--- src/rtl/core/kflerp_pkg.sv ---
package kflerp_pkg;

  localparam int MAX_KEYS_DEF = 64;
  localparam int TIME_W       = 32;
  localparam int VAL_W        = 32;
  localparam int FRAC_BITS    = 16;
  // The fraction reaches exactly one, so it needs one bit above Q0.16.
  localparam int QUO_W        = FRAC_BITS + 1;

  typedef enum logic [1:0] {
    CMD_CLEAR  = 2'd0,
    CMD_APPEND = 2'd1,
    CMD_SAMPLE = 2'd2
  } cmd_t;

  typedef enum logic [2:0] {
    ST_SAMPLED = 3'd0,
    ST_EMPTY   = 3'd1,
    ST_STORED  = 3'd2,
    ST_DROPPED = 3'd3,
    ST_CLEARED = 3'd4
  } status_t;

  typedef struct packed {
    logic [1:0]              command;
    logic [TIME_W-1:0]       time_value;
    logic signed [VAL_W-1:0] value_x;
    logic signed [VAL_W-1:0] value_y;
    logic signed [VAL_W-1:0] value_z;
  } in_t;

  typedef struct packed {
    logic signed [VAL_W-1:0] out_x;
    logic signed [VAL_W-1:0] out_y;
    logic signed [VAL_W-1:0] out_z;
    logic [2:0]              status;
  } out_t;

  typedef struct packed {
    logic signed [VAL_W-1:0] x;
    logic signed [VAL_W-1:0] y;
    logic signed [VAL_W-1:0] z;
  } key_vec_t;

endpackage

--- src/rtl/core/kflerp_lane.sv ---
module kflerp_lane
  import kflerp_pkg::*;
(
  input  logic                    clk,
  input  logic                    rst_n,
  input  logic                    start,
  input  logic signed [VAL_W-1:0] val_a,
  input  logic signed [VAL_W-1:0] val_b,
  input  logic [QUO_W-1:0]        frac,
  output logic                    done,
  output logic signed [VAL_W-1:0] result
);

  // Three stages: difference, product with the fraction, then add back the
  // floor of the product in Q16.16.
  localparam int PROD_W = VAL_W + 1 + QUO_W + 1;

  logic [2:0]               vld_r;
  logic signed [VAL_W:0]    diff_r;
  logic signed [VAL_W-1:0]  a0_r, a1_r;
  logic [QUO_W-1:0]         frac_r;
  logic signed [PROD_W-1:0] prod_r;
  logic signed [VAL_W-1:0]  res_r;

  always_ff @(posedge clk) begin
    if (!rst_n) begin
      vld_r <= '0;
    end else begin
      vld_r <= {vld_r[1:0], start};
    end
  end

  always_ff @(posedge clk) begin
    diff_r <= {val_b[VAL_W-1], val_b} - {val_a[VAL_W-1], val_a};
    a0_r   <= val_a;
    frac_r <= frac;
    prod_r <= PROD_W'(diff_r) * PROD_W'($signed({1'b0, frac_r}));
    a1_r   <= a0_r;
    res_r  <= a1_r + prod_r[FRAC_BITS +: VAL_W];
  end

  assign done   = vld_r[2];
  assign result = res_r;

endmodule

--- config.mk ---
export PLATFORM = sky130hd
export DESIGN_NAME = kflerp_lane
export DESIGN_NICKNAME = d
export VERILOG_FILES = /design/src/rtl/core/kflerp_pkg.sv /design/src/rtl/core/kflerp_lane.sv
export SDC_FILE = /design/constraint.sdc
export NUM_CORES = 2
export LEC_CHECK = 0
export ABC_AREA = 1
export BUFFER_PORTS_ARGS = -buffer_cell sky130_fd_sc_hd__buf_2
export CAP_MARGIN = 20
export CORE_MARGIN = 2
export CORE_UTILIZATION = 40
export DETAILED_ROUTE_END_ITERATION = 7
export MAX_ROUTING_LAYER = met4
export PLACE_DENSITY = 0.61
export SLEW_MARGIN = 20
export SYNTH_ARGS = -nofsm -noshare
export SYNTH_HDL_FRONTEND = slang
export SYNTH_SLANG_ARGS = --single-unit
--- constraint.sdc ---
create_clock -name clk -period 7.95 [get_ports clk]
set_input_delay 1.59 -clock clk [delete_from_list [all_inputs] [get_ports clk]]
set_output_delay 1.59 -clock clk [all_outputs]
set_load 0.1 [all_outputs]
# After elaboration in Yosys (flattened, before gate mapping)

Cells that the tools add are included.

$add $sub $neg: 2
Multipliers: 1

Operator list:

| cell                         | count |
|---|---|
| multiplier 33 x 18 -> 48 bit | 1 |
| subtractor 32 x 32 -> 33 bit | 1 |
| adder 32 bit                 | 1 |

Bits in registers: 197
Output and inout port bits: 33

# Longest topological paths before layout

Depth in word-level cells: 1
Mapped depth: 30
Mapped depth without buffers: 28

# Worst setup path after synthesis

OpenSTA, ideal clock, no wires.

Path type: register to register
From: reg diff_r[32]
To: reg prod_r[47]
Data arrival time: 5.423 ns
Required time: 7.838 ns
Path slack: 2.415 ns
Cell stages (with the launch flop): 23
Cell sequence: dfxtp_1 clkbuf_1 clkbuf_1 nand2_1 fa_1 inv_1 fa_1 inv_1 fa_1 fa_1 fa_1 fa_1 inv_1 ha_1 nand2_1 nor2_1 nand4_1 nor2_1 nand2_1 nand3_1 inv_1 nand2_1 nand2_1

Cells in the longest elaborated chain, start to end: 1

Ends and longest elaborated chain:

| item                         | RTL line          | RTL |
|---|---|---|
| start, declared              | kflerp_lane.sv:19 | `logic signed [VAL_W:0] diff_r;` |
| start signal, assigned       | kflerp_lane.sv:34 | `diff_r <= {val_b[VAL_W-1], val_b} - {val_a[VAL_W-1], val_a};` |
| multiplier 33 x 18 -> 48 bit | kflerp_lane.sv:37 | `prod_r <= PROD_W'(diff_r) * PROD_W'($signed({1'b0, frac_r}));` |
| end signal, assigned         | kflerp_lane.sv:37 |  |
| end, declared                | kflerp_lane.sv:22 | `logic signed [PROD_W-1:0] prod_r;` |

Every way passes these cells.
A chain may end at the register's enable or synchronous reset.

# Worst setup path after layout

From: reg frac_r[3]
To: reg prod_r[45]

Cells in the longest elaborated chain, start to end: 1

Ends and longest elaborated chain:

| item                         | RTL line          | RTL |
|---|---|---|
| start, declared              | kflerp_lane.sv:21 | `logic [QUO_W-1:0] frac_r;` |
| start signal, assigned       | kflerp_lane.sv:36 | `frac_r <= frac;` |
| multiplier 33 x 18 -> 48 bit | kflerp_lane.sv:37 |  |

Every way passes these cells.

==> impl_results.md <==
* Final GP Congestion at around 0.99
* Io pins at approximately 120
* Site Rows at between 90 and 100
* CTS Buf Count at 17
* Core area at between 70,000 and 80,000 µm²
* Filler cell count in the final layout at 7,308
* Vias at around 23,000
* Req. time, crit path at roughly 8.3 ns
* Port Buffers at between 100 and 150
* Data arrival at the endpoint of the critical path at approximately 6.7 ns
* Die Width at approximately 270 µm
* Area of the die at between 70,000 and 80,000 µm²
* Initial core utilization at roughly 40%
* Status: complete, no violations
* Num Clock Sinks at ~180
* Layout Nets at ~4,600
* Routed WL per cell at about 17 µm
* Most Used Layer, Global Route: met2
* Final setup violation count at 0
* Hold Violations, Final at 0
* First-pass GRT wire length at between 100,000 and 150,000 µm
* Grt met3 use at 3.858%
* Clock Path Buffers at 2
* Seq/Total Area, Yosys at about an eighth
* GR Util All Layers at 24.24%
* Postcts setup bufs at 0
* Share of cells above drive strength 1 at about 6%
* Initial drt markers at 1,388
* Area grow syn2layout at 7.404%
* HPWL after DPL at 68,960 µm
* Clock latency on the worst-skew pair at roughly 0.50 ns
* Post-Syn Area at roughly 28,000 µm²
* Max-Slew Margin vs Limit at between 30% and 40%
* Setup Skew at ~0.028 ns
* Hold-fix buffers, CTS at 0
* Largest net degree at the start of global routing at 34
* Remaining global-route overflow at 0
* DR DRC count at 0
* Syn nets at roughly 4,600
* Resize count post-CTS at 0
* Fmax at around 0.16 GHz
* Multi-input gate area at about 20,000 µm²
* Root Buffer: clkbuf_16
* Vert. Die Dim at about 270 µm
* Netlist cell types at 40
* Final period utilization at 80.03%
* CTS tree: done
* RSZ-0062 raised after global routing: no
* Synthesized area per cell at 7.395 µm²
* Mapped Cells at between 3,000 and 4,000
* Antenna violations before repair at 3
* Total wire length at ~83,000 µm
* Met1 Use GR at 30.35%
* Register area at 3625 µm²
* Vias in the first global route at around 24,000
* WHS at about 0.33 ns
* M2 GR Usage at 40.91%
* Max-cap violations at 0
* Crit path time final at ~6.4 ns
* DRT Pass-1 Iters at 5
* Detail Route Antenna Nets at 0
* Setup TNS at 0 ns
* Worst hold path type: reg2reg
* CP Capture Type: flop
* Transition time of the tightest slew-check pin at a little over 1 ns
* CP Launch Type: flop
* H-tree Lvls at 4
* Worst-path clk slew at approximately 0.10 ns
* Critical Path Fanout Max at 33
* Slew Limit Fails at 0
* Via/cell ratio at ~4.7
* Synth warn at 0
* Yosys reg bits at between 150 and 200
* WS Path Type: reg2reg
## Yosys cell counts
| cell type | count | area, µm² |
|---|---|---|
| ha_1 | 173 | 2165 |
| inv_2 | 21 | 78.83 |
| o21ai_1 | 25 | 125.1 |
| a21o_1 | 13 | 97.59 |
| o311ai_0 | 1 | 8.760 |
| o21a_1 | 2 | 15.01 |
| o21ai_0 | 38 | 190.2 |
| o21bai_1 | 16 | 120.1 |
| clkinv_1 | 1 | 3.750 |
| o21ai_2 | 4 | 35.03 |
| nor2_4 | 6 | 67.56 |
| nand3_1 | 91 | 455.4 |
| and3_1 | 4 | 25.02 |
| fa_1 | 516 | 10330 |
| nand3b_1 | 5 | 37.54 |
| dfxtp_1 | 181 | 3623 |
| nand4_1 | 19 | 118.9 |
| nand3_2 | 4 | 40.04 |
| nor2_1 | 153 | 574.3 |
| xor2_1 | 51 | 446.7 |
| inv_1 | 1141 | 4283 |
| a21oi_2 | 2 | 17.52 |
| a31oi_1 | 3 | 18.77 |
| and2_1 | 2 | 12.51 |
| nor4_1 | 3 | 18.77 |
| o211ai_1 | 4 | 30.03 |
| o31a_1 | 1 | 8.760 |
| nor3b_2 | 1 | 12.51 |
| or2_1 | 3 | 18.77 |
| clkbuf_1 | 130 | 488.0 |
| nor3_2 | 1 | 10.01 |
| a21boi_0 | 7 | 52.55 |
| nand2_2 | 5 | 31.28 |
| nand2b_1 | 1 | 6.260 |
| nand2_1 | 1054 | 3956 |
| nor3_1 | 14 | 70.07 |
| a21oi_1 | 112 | 560.5 |
| a21boi_1 | 2 | 15.01 |
| xnor2_1 | 10 | 87.58 |
| nor2_2 | 5 | 31.28 |
## flip-flops by register name (all words and copies together), names as in the netlist
signal and flops:
vld_r 3, diff_r 33, a1_r 32, result 32, frac_r 17, prod_r 32
a0_r 32
## cells by family (layout without fill, tap and decap cells)
logic type      after synthesis  after routing  synth area share, %
fa+ha+maj                   689            689                44.17
buf+inv                    1293           1341                17.16
simple gates               1371           1371                19.40
compound gates              230            230                4.578
flops                       181            181                12.81
xor+xnor                     61             61                1.889
other cells                   0              3                    0
## cells in the final DEF (no fill, tap or decap), types with 3 or more instances in the layout
cell       count
inv_1       1141
nand2_1     1054
fa_1         516
dfxtp_1      180
ha_1         173
nor2_1       153
buf_2        116
a21oi_1      112
nand3_1       91
xor2_1        51
o21ai_0       38
buf_4         31
o21ai_1       25
inv_2         21
nand4_1       19
clkbuf_16     17
o21bai_1      16
nor3_1        14
a21o_1        13
xnor2_1       10
a21boi_0       7
nor2_4         6
nand2_2        5
nor2_2         5
nand3b_1       5
inv_8          5
o211ai_1       4
and3_1         4
nand3_2        4
o21ai_2        4
diode_2        3
or2_1          3
nor4_1         3
a31oi_1        3
## critical path, cell delays in order (launching register included)
cell     delay [ns]
dfxtp_1        0.32
buf_4          0.47
nand2_1        0.19
fa_1           0.61
inv_1          0.14
fa_1           0.74
inv_1          0.17
fa_1           0.51
fa_1           0.58
fa_1           0.46
fa_1           0.50
inv_1          0.04
ha_1           0.43
nand2_1        0.13
nor2_1         0.20
nand2_1        0.12
nor2_1         0.16
nand3_1        0.22
nand4_1        0.16
nand2_1        0.07
## metrics by stage
stage          utilization, %  worst slack (ns)  cell area (µm²)  std cells
6_report                43.38             1.588            30380       4816
5_1_grt                 43.38             1.283            30380       4815
4_1_cts                 43.37             1.628            30370       4813
3_5_place_dp            42.54             1.679            29790       4782
3_3_place_gp            42.54             1.737            29790       4782
2_1_floorplan               -             2.415            28290       3825
## final timing paths
path	from	endpoint	slack (ns)	cells past startpoint
worst min register to register	a0_r[12]	a1_r[12]	0.33	0
worst min-delay path	a0_r[12]	a1_r[12]	0.33	0
worst max register to register	frac_r[3]	prod_r[45]	1.59	19
worst max-delay path	frac_r[3]	prod_r[45]	1.59	19
## routing by layer
metal  wire length [µm]  vias to the layer above  part of all wire [%]
met2              40020                      660                    48
met5                  0                        -                     0
met1              35990                    11126                    43
li1                   -                    10908                     -
met3               5117                      111                   6.2
met4               1836                        0                   2.2
## area by class of cell
| cell class | count | share of cell area (%) |
|---|---|---|
| inverters | 1163 | 14.37 |
| clock inverters | 12 | 0.4324 |
| clock buffers | 19 | 1.491 |
| flip-flops and latches | 181 | 11.93 |
| repair buffers | 147 | 2.677 |
| well taps | 940 | 3.871 |
| multi-input cells | 2351 | 65.20 |
| diodes | 3 | 0.02471 |
Power is not shown: default switching activity piles up to over one toggle a cycle in this logic, so the estimate is an artifact.
