==> config.mk <==
export PLATFORM = sky130hd
export DESIGN_NAME = kflerp_frac_div
export DESIGN_NICKNAME = d
export VERILOG_FILES = /design/src/rtl/core/kflerp_pkg.sv /design/src/rtl/core/kflerp_frac_div.sv
export SDC_FILE = /design/constraint.sdc
export NUM_CORES = 1
export LEC_CHECK = 0
export ABC_AREA = 1
export BUFFER_PORTS_ARGS = -buffer_cell sky130_fd_sc_hd__buf_2
export CAP_MARGIN = 20
export CORE_AREA = 2 2 77 153
export DETAILED_ROUTE_END_ITERATION = 7
export DIE_AREA = 0 0 79 155
export PLACE_DENSITY = 0.81
export SYNTH_ARGS = -nofsm -noshare
export SYNTH_HDL_FRONTEND = slang
export SYNTH_SLANG_ARGS = --single-unit
export TNS_END_PERCENT = 5
==> constraint.sdc <==
create_clock -name clk -period 5.4 [get_ports clk]
set_input_delay 0 -clock clk [delete_from_list [all_inputs] [get_ports clk]]
set_output_delay 0 -clock clk [all_outputs]
set_load 0.02 [all_outputs]
==> src/rtl/core/kflerp_pkg.sv <==
package kflerp_pkg;

  localparam int MAX_KEYS_DEF = 64;
  localparam int TIME_W       = 32;
  localparam int VAL_W        = 32;
  localparam int FRAC_BITS    = 16;
  // The fraction reaches exactly one, so it needs one bit above Q0.16.
  localparam int QUO_W        = FRAC_BITS + 1;

  typedef enum logic [1:0] {
    CMD_CLEAR  = 2'd0,
    CMD_APPEND = 2'd1,
    CMD_SAMPLE = 2'd2
  } cmd_t;

  typedef enum logic [2:0] {
    ST_SAMPLED = 3'd0,
    ST_EMPTY   = 3'd1,
    ST_STORED  = 3'd2,
    ST_DROPPED = 3'd3,
    ST_CLEARED = 3'd4
  } status_t;

  typedef struct packed {
    logic [1:0]              command;
    logic [TIME_W-1:0]       time_value;
    logic signed [VAL_W-1:0] value_x;
    logic signed [VAL_W-1:0] value_y;
    logic signed [VAL_W-1:0] value_z;
  } in_t;

  typedef struct packed {
    logic signed [VAL_W-1:0] out_x;
    logic signed [VAL_W-1:0] out_y;
    logic signed [VAL_W-1:0] out_z;
    logic [2:0]              status;
  } out_t;

  typedef struct packed {
    logic signed [VAL_W-1:0] x;
    logic signed [VAL_W-1:0] y;
    logic signed [VAL_W-1:0] z;
  } key_vec_t;

endpackage

==> src/rtl/core/kflerp_frac_div.sv <==
module kflerp_frac_div
  import kflerp_pkg::*;
(
  input  logic              clk,
  input  logic              rst_n,
  input  logic              start,
  input  logic [TIME_W-1:0] span,
  input  logic [TIME_W-1:0] delta,
  output logic              busy,
  output logic [QUO_W-1:0]  quo
);

  // Restoring division of (span << 16) by delta, one quotient bit per cycle.
  // Because span never exceeds delta, span >> 1 already lies below delta and
  // only the last QUO_W dividend bits need to be shifted in.
  localparam int STEP_W = $clog2(QUO_W);

  logic              busy_r, busy_nxt;
  logic [STEP_W-1:0] step_r, step_nxt;
  logic [TIME_W-1:0] rem_r, rem_nxt;
  logic [TIME_W-1:0] den_r, den_nxt;
  logic              lsb_r, lsb_nxt;
  logic [QUO_W-1:0]  quo_r, quo_nxt;
  logic [TIME_W:0]   shifted;
  logic [TIME_W:0]   diff;
  logic              bit_in;

  always_comb begin
    bit_in   = (step_r == '0) ? lsb_r : 1'b0;
    shifted  = {rem_r, bit_in};
    diff     = shifted - {1'b0, den_r};
    busy_nxt = busy_r;
    step_nxt = step_r;
    rem_nxt  = rem_r;
    den_nxt  = den_r;
    lsb_nxt  = lsb_r;
    quo_nxt  = quo_r;
    if (start) begin
      busy_nxt = 1'b1;
      step_nxt = '0;
      rem_nxt  = {1'b0, span[TIME_W-1:1]};
      lsb_nxt  = span[0];
      den_nxt  = delta;
      quo_nxt  = '0;
    end else if (busy_r) begin
      if (!diff[TIME_W]) begin
        rem_nxt = diff[TIME_W-1:0];
        quo_nxt = {quo_r[QUO_W-2:0], 1'b1};
      end else begin
        rem_nxt = shifted[TIME_W-1:0];
        quo_nxt = {quo_r[QUO_W-2:0], 1'b0};
      end
      step_nxt = step_r + 1'b1;
      if (step_r == STEP_W'(QUO_W - 1)) begin
        busy_nxt = 1'b0;
      end
    end
  end

  always_ff @(posedge clk) begin
    if (!rst_n) begin
      busy_r <= 1'b0;
      step_r <= '0;
    end else begin
      busy_r <= busy_nxt;
      step_r <= step_nxt;
    end
  end

  always_ff @(posedge clk) begin
    rem_r <= rem_nxt;
    den_r <= den_nxt;
    lsb_r <= lsb_nxt;
    quo_r <= quo_nxt;
  end

  assign busy = busy_r;
  assign quo  = quo_r;

endmodule

# --- Word-level counts from Yosys, hierarchy flattened ---
# Index checks and enable logic that the tools add are counted.
# W data, S select, Z words.
classes:
  n_eq_ne: 1
  bitwise: 1
  addsub: 2
  n_reduce_logical: 3
  mux: 8
ops:
  columns: ["op", "count"]
  rows:
  - ["$mux W31", 2]
  - ["$sub A33 B32 Y33", 1]
  - ["$mux W32", 1]
  - ["$add A5 B1 Y5 const B", 1]
  - ["$eq A5 B5 Y1 const B", 1]
  - ["$logic_not A5 Y1", 1]
  - ["$mux W1", 5]
  - ["$reduce_bool A2 Y1", 1]
  - ["$reduce_or A2 Y1", 1]
  - ["$not A1 Y1", 1]
totals:
  ff_bits: 88
  input_bits: 67
  out_inout_bits: 18

# --- Logic depth before layout (Yosys ltp) ---
logic_depth:
  word_depth: 6
  ltp_mapped: 22

# --- Least setup slack after synthesis ---
# OpenSTA, ideal clock, no wires.
synth_path:
  kind: "flip-flop to flip-flop"
  from: "reg step_r[1]"
  to: "reg rem_r[10] (data pin)"
  path_stages_with_launch: 23
  t_required_ns: 5.147
  t_arrival_ns: 2.441
  synth_period_minus_slack_ns: 2.694
  setup_ns: 0.253
  slack_ns: 2.706
  path_cell_list: "dfxtp_1 inv_1 ha_1 nand2_1 nor2_1 nand3b_1 ha_1 fa_1 inv_1 nand2_1 nand2_1 nand3_1 nand2_2 nand2_2 nand2_2 nand2_4 nand2_4 nand2_2 nand2_4 buf_12 nand2_2 nand3_1 nand2_1"
synth_via:
  elab_chain_len: 6
synth_rtl:
  columns: ["element", "line", "rtl"]
  rows:
  - ["start, declared", "kflerp_frac_div.sv:19", "logic [STEP_W-1:0] step_r, step_nxt;"]
  - ["start signal, assigned", "kflerp_frac_div.sv:66", "step_r <= step_nxt;"]
  - ["$logic_not A5 Y1", "kflerp_frac_div.sv:29", "bit_in = (step_r == '0) ? lsb_r : 1'b0;"]
  - ["$mux W1", "kflerp_frac_div.sv:29", null]
  - ["$sub A33 B32 Y33", "kflerp_frac_div.sv:31", "diff = shifted - {1'b0, den_r};"]
  - ["$mux W32", "kflerp_frac_div.sv:46", "if (!diff[TIME_W]) begin"]
  - ["$mux W31", "kflerp_frac_div.sv:45", "end else if (busy_r) begin"]
  - ["$mux W31", "kflerp_frac_div.sv:38", "if (start) begin"]
  - ["net rem_nxt[10]", "kflerp_frac_div.sv:20", "logic [TIME_W-1:0] rem_r, rem_nxt;"]
  - ["end signal, assigned", "kflerp_frac_div.sv:71", "rem_r <= rem_nxt;"]
  - ["end, declared", "kflerp_frac_div.sv:20", null]
# The timed path passes the listed nets, and every way through them passes these cells. The select of a mux whose other input is x is not followed.
# A chain may end at the register's enable or synchronous reset.

# --- Worst setup path after layout ---
layout_path:
  from: "reg step_r[1]"
  to: "reg rem_r[14] (data pin)"
# The elaborated chain is that of the path after synthesis.

==> results.md <==
* P_int at 1620 uW
* Number of diodes at 0
* Initial antenna violation count at 0
* Worst min path class: in -> reg
* Worst path required time at 5.49 ns
* CTS tree: built
* Clock network power share at about 22%
* Iter 0 DRT Violations at 426
* Top cell type's share of synthesized area at 29.4%
* Die X at 79 um
* Post-CTS Resized at 0
* RePlAce Congestion at about 1.0
* Nets at 1,211
* Buffers on Ports at 84
* Share of flip-flops with an asynchronous set or reset at 0%
* Status: completed
* CP Max Fanout at 15
* Comb pwr share at between 40% and 50%
* Final Setup Violations at 0
* Dpl hpwl at 13,100 um
* I/O pins at 85
* Vias/cell at about 5.1
* Netlist cell types at 36
* WHS Endpoint: den_r[29]$_DFFE_PP_
* GRT Total Usage at a little under a third
* Drt total wl at 18,400 um
* Critical Path Source Type: register
* Synth Cell Area at roughly 0.0065 mm^2
* Largest net degree at the start of global routing at 36
* Max-slew violation count at 0
* TritonRoute pass-1 iters at 5
* VDD IR max at ~0.32 mV
* Dominant synthesized flop cell: edfxtp_1
* Core area at between 0.01 and 0.015 mm^2
* Root buffer cell: clkbuf_16
* P_leak at 0.00435 uW
* Worst-skew pair later-pin latency at 0.35 ns
* Min Tclk post-route at between 3 and 4 ns
* Via Count at 6,468
* Most frequent cells in the layout: 344 x nand2_1, 209 x inv_1, 84 x nand3_1, 84 x buf_2, 65 x dlygate4sd3_1
* Worst Hold Path Cells at 1
* First-pass GRT wire length at about 30,000 um
* Slew @ Worst Pin at between 0.7 and 0.8 ns
* EDFF count, synth at 64
* Max Root-Sink Buffers at 2
* Clock-pin slew on the worst setup and hold paths at approximately 0.080 ns
* Switching portion of total power at 42.8%
* Chip Height at between 150 and 200 um
* Synth area leaders: edfxtp_1 29%, nand2_1 20%, inv_1 12%, dfxtp_1 7.3%, ha_1 6.5%
* TritonCTS Sinks at between 80 and 90
* Mapped Nets at ~1,100
* Rel. slew slack at around half
* Vias in the first global route at about 6,400
* DIE AREA at about 0.012 mm^2
* PnR worst setup slack at 2.03 ns
* Number of routed nets with antenna violations at 0
* Max Cap Violations at 0
* Crit end category: register
* Drt drc at 0
* Final hold vios at 0
* Area growth from synthesis to layout at 22.7%
* Commonest non-fill, non-tap cell in the layout: nand2_1
* Share of layout cells above drive strength 1 at between 10% and 20%
* Filler cells at about 930
* Hold Path Origin: start
* Num rows at 55
* Register-to-Register Path Depth at 21
* Critical path arrival at approximately 3.5 ns
* Setup TNS at 0 ns
* Starting Density at a little under 60%
* Crit path kind: reg -> reg
* Post-Route Skew at between 0.01 and 0.015 ns
* R2R Path End: rem_r[14]$_DFFE_PP_
* Sequential-to-total area share from yosys stat at around 37%
* Cell taking the most area after synthesis: edfxtp_1
* Pwr dens at 353 mW/mm^2
* Achievable Freq at approximately 0.30 GHz
* GR Overflow Total at 0
* Worst R2R Start: step_r[1]$_SDFFE_PP0P_
* H-tree levels at 3
* Synthesis warning total at 0
* Average size of a mapped cell at around 7 um^2
* Fin crit share at between 60% and 70%
* Setup repair after global routing missed its margin: false
* Mapped Cells at between 900 and 1,000
* Post-Place Setup Slack at about 2.1 ns
* FF+latch count, synth at 88
* NetSw at between 1000 and 1500 uW
* Register share of total power at 30.8%
* Routed len/inst at around 15 um
* Hold slack at around 0.27 ns
* Num CTS Buffers at 9
* Reg2reg setup slack at slightly above 2 ns
power by group through the flow:
stage | Clock (uW) | Sequential [uW] | Combinational [uW]
6_report | 624 | 872 | 1330
5_1_grt | 650 | 881 | 1500
4_1_cts | 630 | 871 | 1310
3_5_place_dp | 0 | 886 | 1260
3_3_place_gp | 0 | 882 | 1240
2_1_floorplan | 0 | 876 | 991
worst max path at each step:
stage                                start                   to  slack [ns]  cells past startpoint
finish              step_r[1]$_SDFFE_PP0P_  rem_r[14]$_DFFE_PP_        2.03                     21
global route        step_r[1]$_SDFFE_PP0P_  rem_r[14]$_DFFE_PP_        1.79                     21
CTS                 step_r[1]$_SDFFE_PP0P_  rem_r[10]$_DFFE_PP_        2.09                     21
detailed placement  step_r[1]$_SDFFE_PP0P_  rem_r[10]$_DFFE_PP_        2.11                     21
global placement    step_r[1]$_SDFFE_PP0P_  rem_r[10]$_DFFE_PP_        2.31                     21
floorplan           step_r[1]$_SDFFE_PP0P_  rem_r[10]$_DFFE_PP_        2.71                     22
final cells by class:
type                            instances  area (um^2)  area share, %
Clock buffer                            9          225           2.81
Timing Repair Buffer                  152         1110           13.9
Tap cell                              142          178           2.21
Clock inverter                          7         68.8          0.858
Inverter                              218          818           10.2
Multi-Input combinational cell        640         3220           40.1
Sequential cell                        88         2400           29.9
through the flow:
| stage | power (uW) | instance area [um^2] | utilization [%] | instances |
|---|---|---|---|---|
| after detailed placement | 2150 | 7080 | 63.5 | 1175 |
| after global placement | 2120 | 7050 | 63.2 | 1174 |
| after CTS | 2810 | 8020 | 72.0 | 1256 |
| after floorplan | 1870 | 6540 | - | 961 |
| after global routing | 3030 | 8020 | 72.0 | 1256 |
| final | 2830 | 8020 | 72.0 | 1256 |
kinds of logic after synthesis:
| logic type | count (synthesis) | synth area share [%] |
|---|---|---|
| buffers and inverters | 233 | 14.1 |
| DFF | 88 | 36.7 |
| xor gates and xnor gates | 9 | 1.21 |
| AOI/OAI and AO/OA | 55 | 5.18 |
| adders and majority gates | 35 | 6.81 |
| and+or+nand+nor | 541 | 36.0 |
per-layer routing:
| metal | up-vias | part of all wire [%] | track usage [%] |
|---|---|---|---|
| met4 | 0 | 3.8 | 12.5 |
| li1 | 3262 | - | - |
| met2 | 191 | 53 | 55.7 |
| met1 | 2959 | 39 | 37.0 |
| met3 | 56 | 4.1 | 2.96 |
| met5 | - | 0 | 0 |
sequential cells by signal, summed over array words and instances (netlist names):
register	flops
busy	1
step_r	5
den_r	32
rem_r	32
quo	17
lsb_r	1
worst max-delay path: stages (launching register included):
cell and delay [ns]:
dfxtp_1 0.35, inv_1 0.09, ha_1 0.18, nand2_1 0.07, nor2_1 0.13, nand3b_1 0.12, ha_1 0.23, fa_1 0.41
inv_1 0.09, nand2_1 0.05, nand2_1 0.07, nand3_1 0.08, nand2_2 0.11, nand2_2 0.06, nand2_2 0.09, nand2_4 0.08
nand2_4 0.08, nand2_2 0.24, nand2_4 0.34, nand2_2 0.07, nand3_1 0.09, nand2_1 0.07
what timing repair did:
action                                 4_1_cts  5_1_grt
hold buffers                                65        0
endpoints found under the hold margin       65        0
buffers inserted                             0        0
synthesized netlist by cell type, types with 3 or more instances:
library cell  count
o21ai_0           3
nor2_1           44
inv_1           209
nand2_1         344
o22ai_1          16
clkbuf_1          5
nor3_1            9
dfxtp_1          24
nor2_2            3
edfxtp_1         64
o21bai_1          7
nand3_1          84
xnor2_1           7
and2_1            4
a21oi_1          23
nand4_1           6
nand2_4           5
nand2_2          26
nand3b_1         13
ha_1             34
buf_2             5
inv_2             7
(Power assumes the default switching activity.)
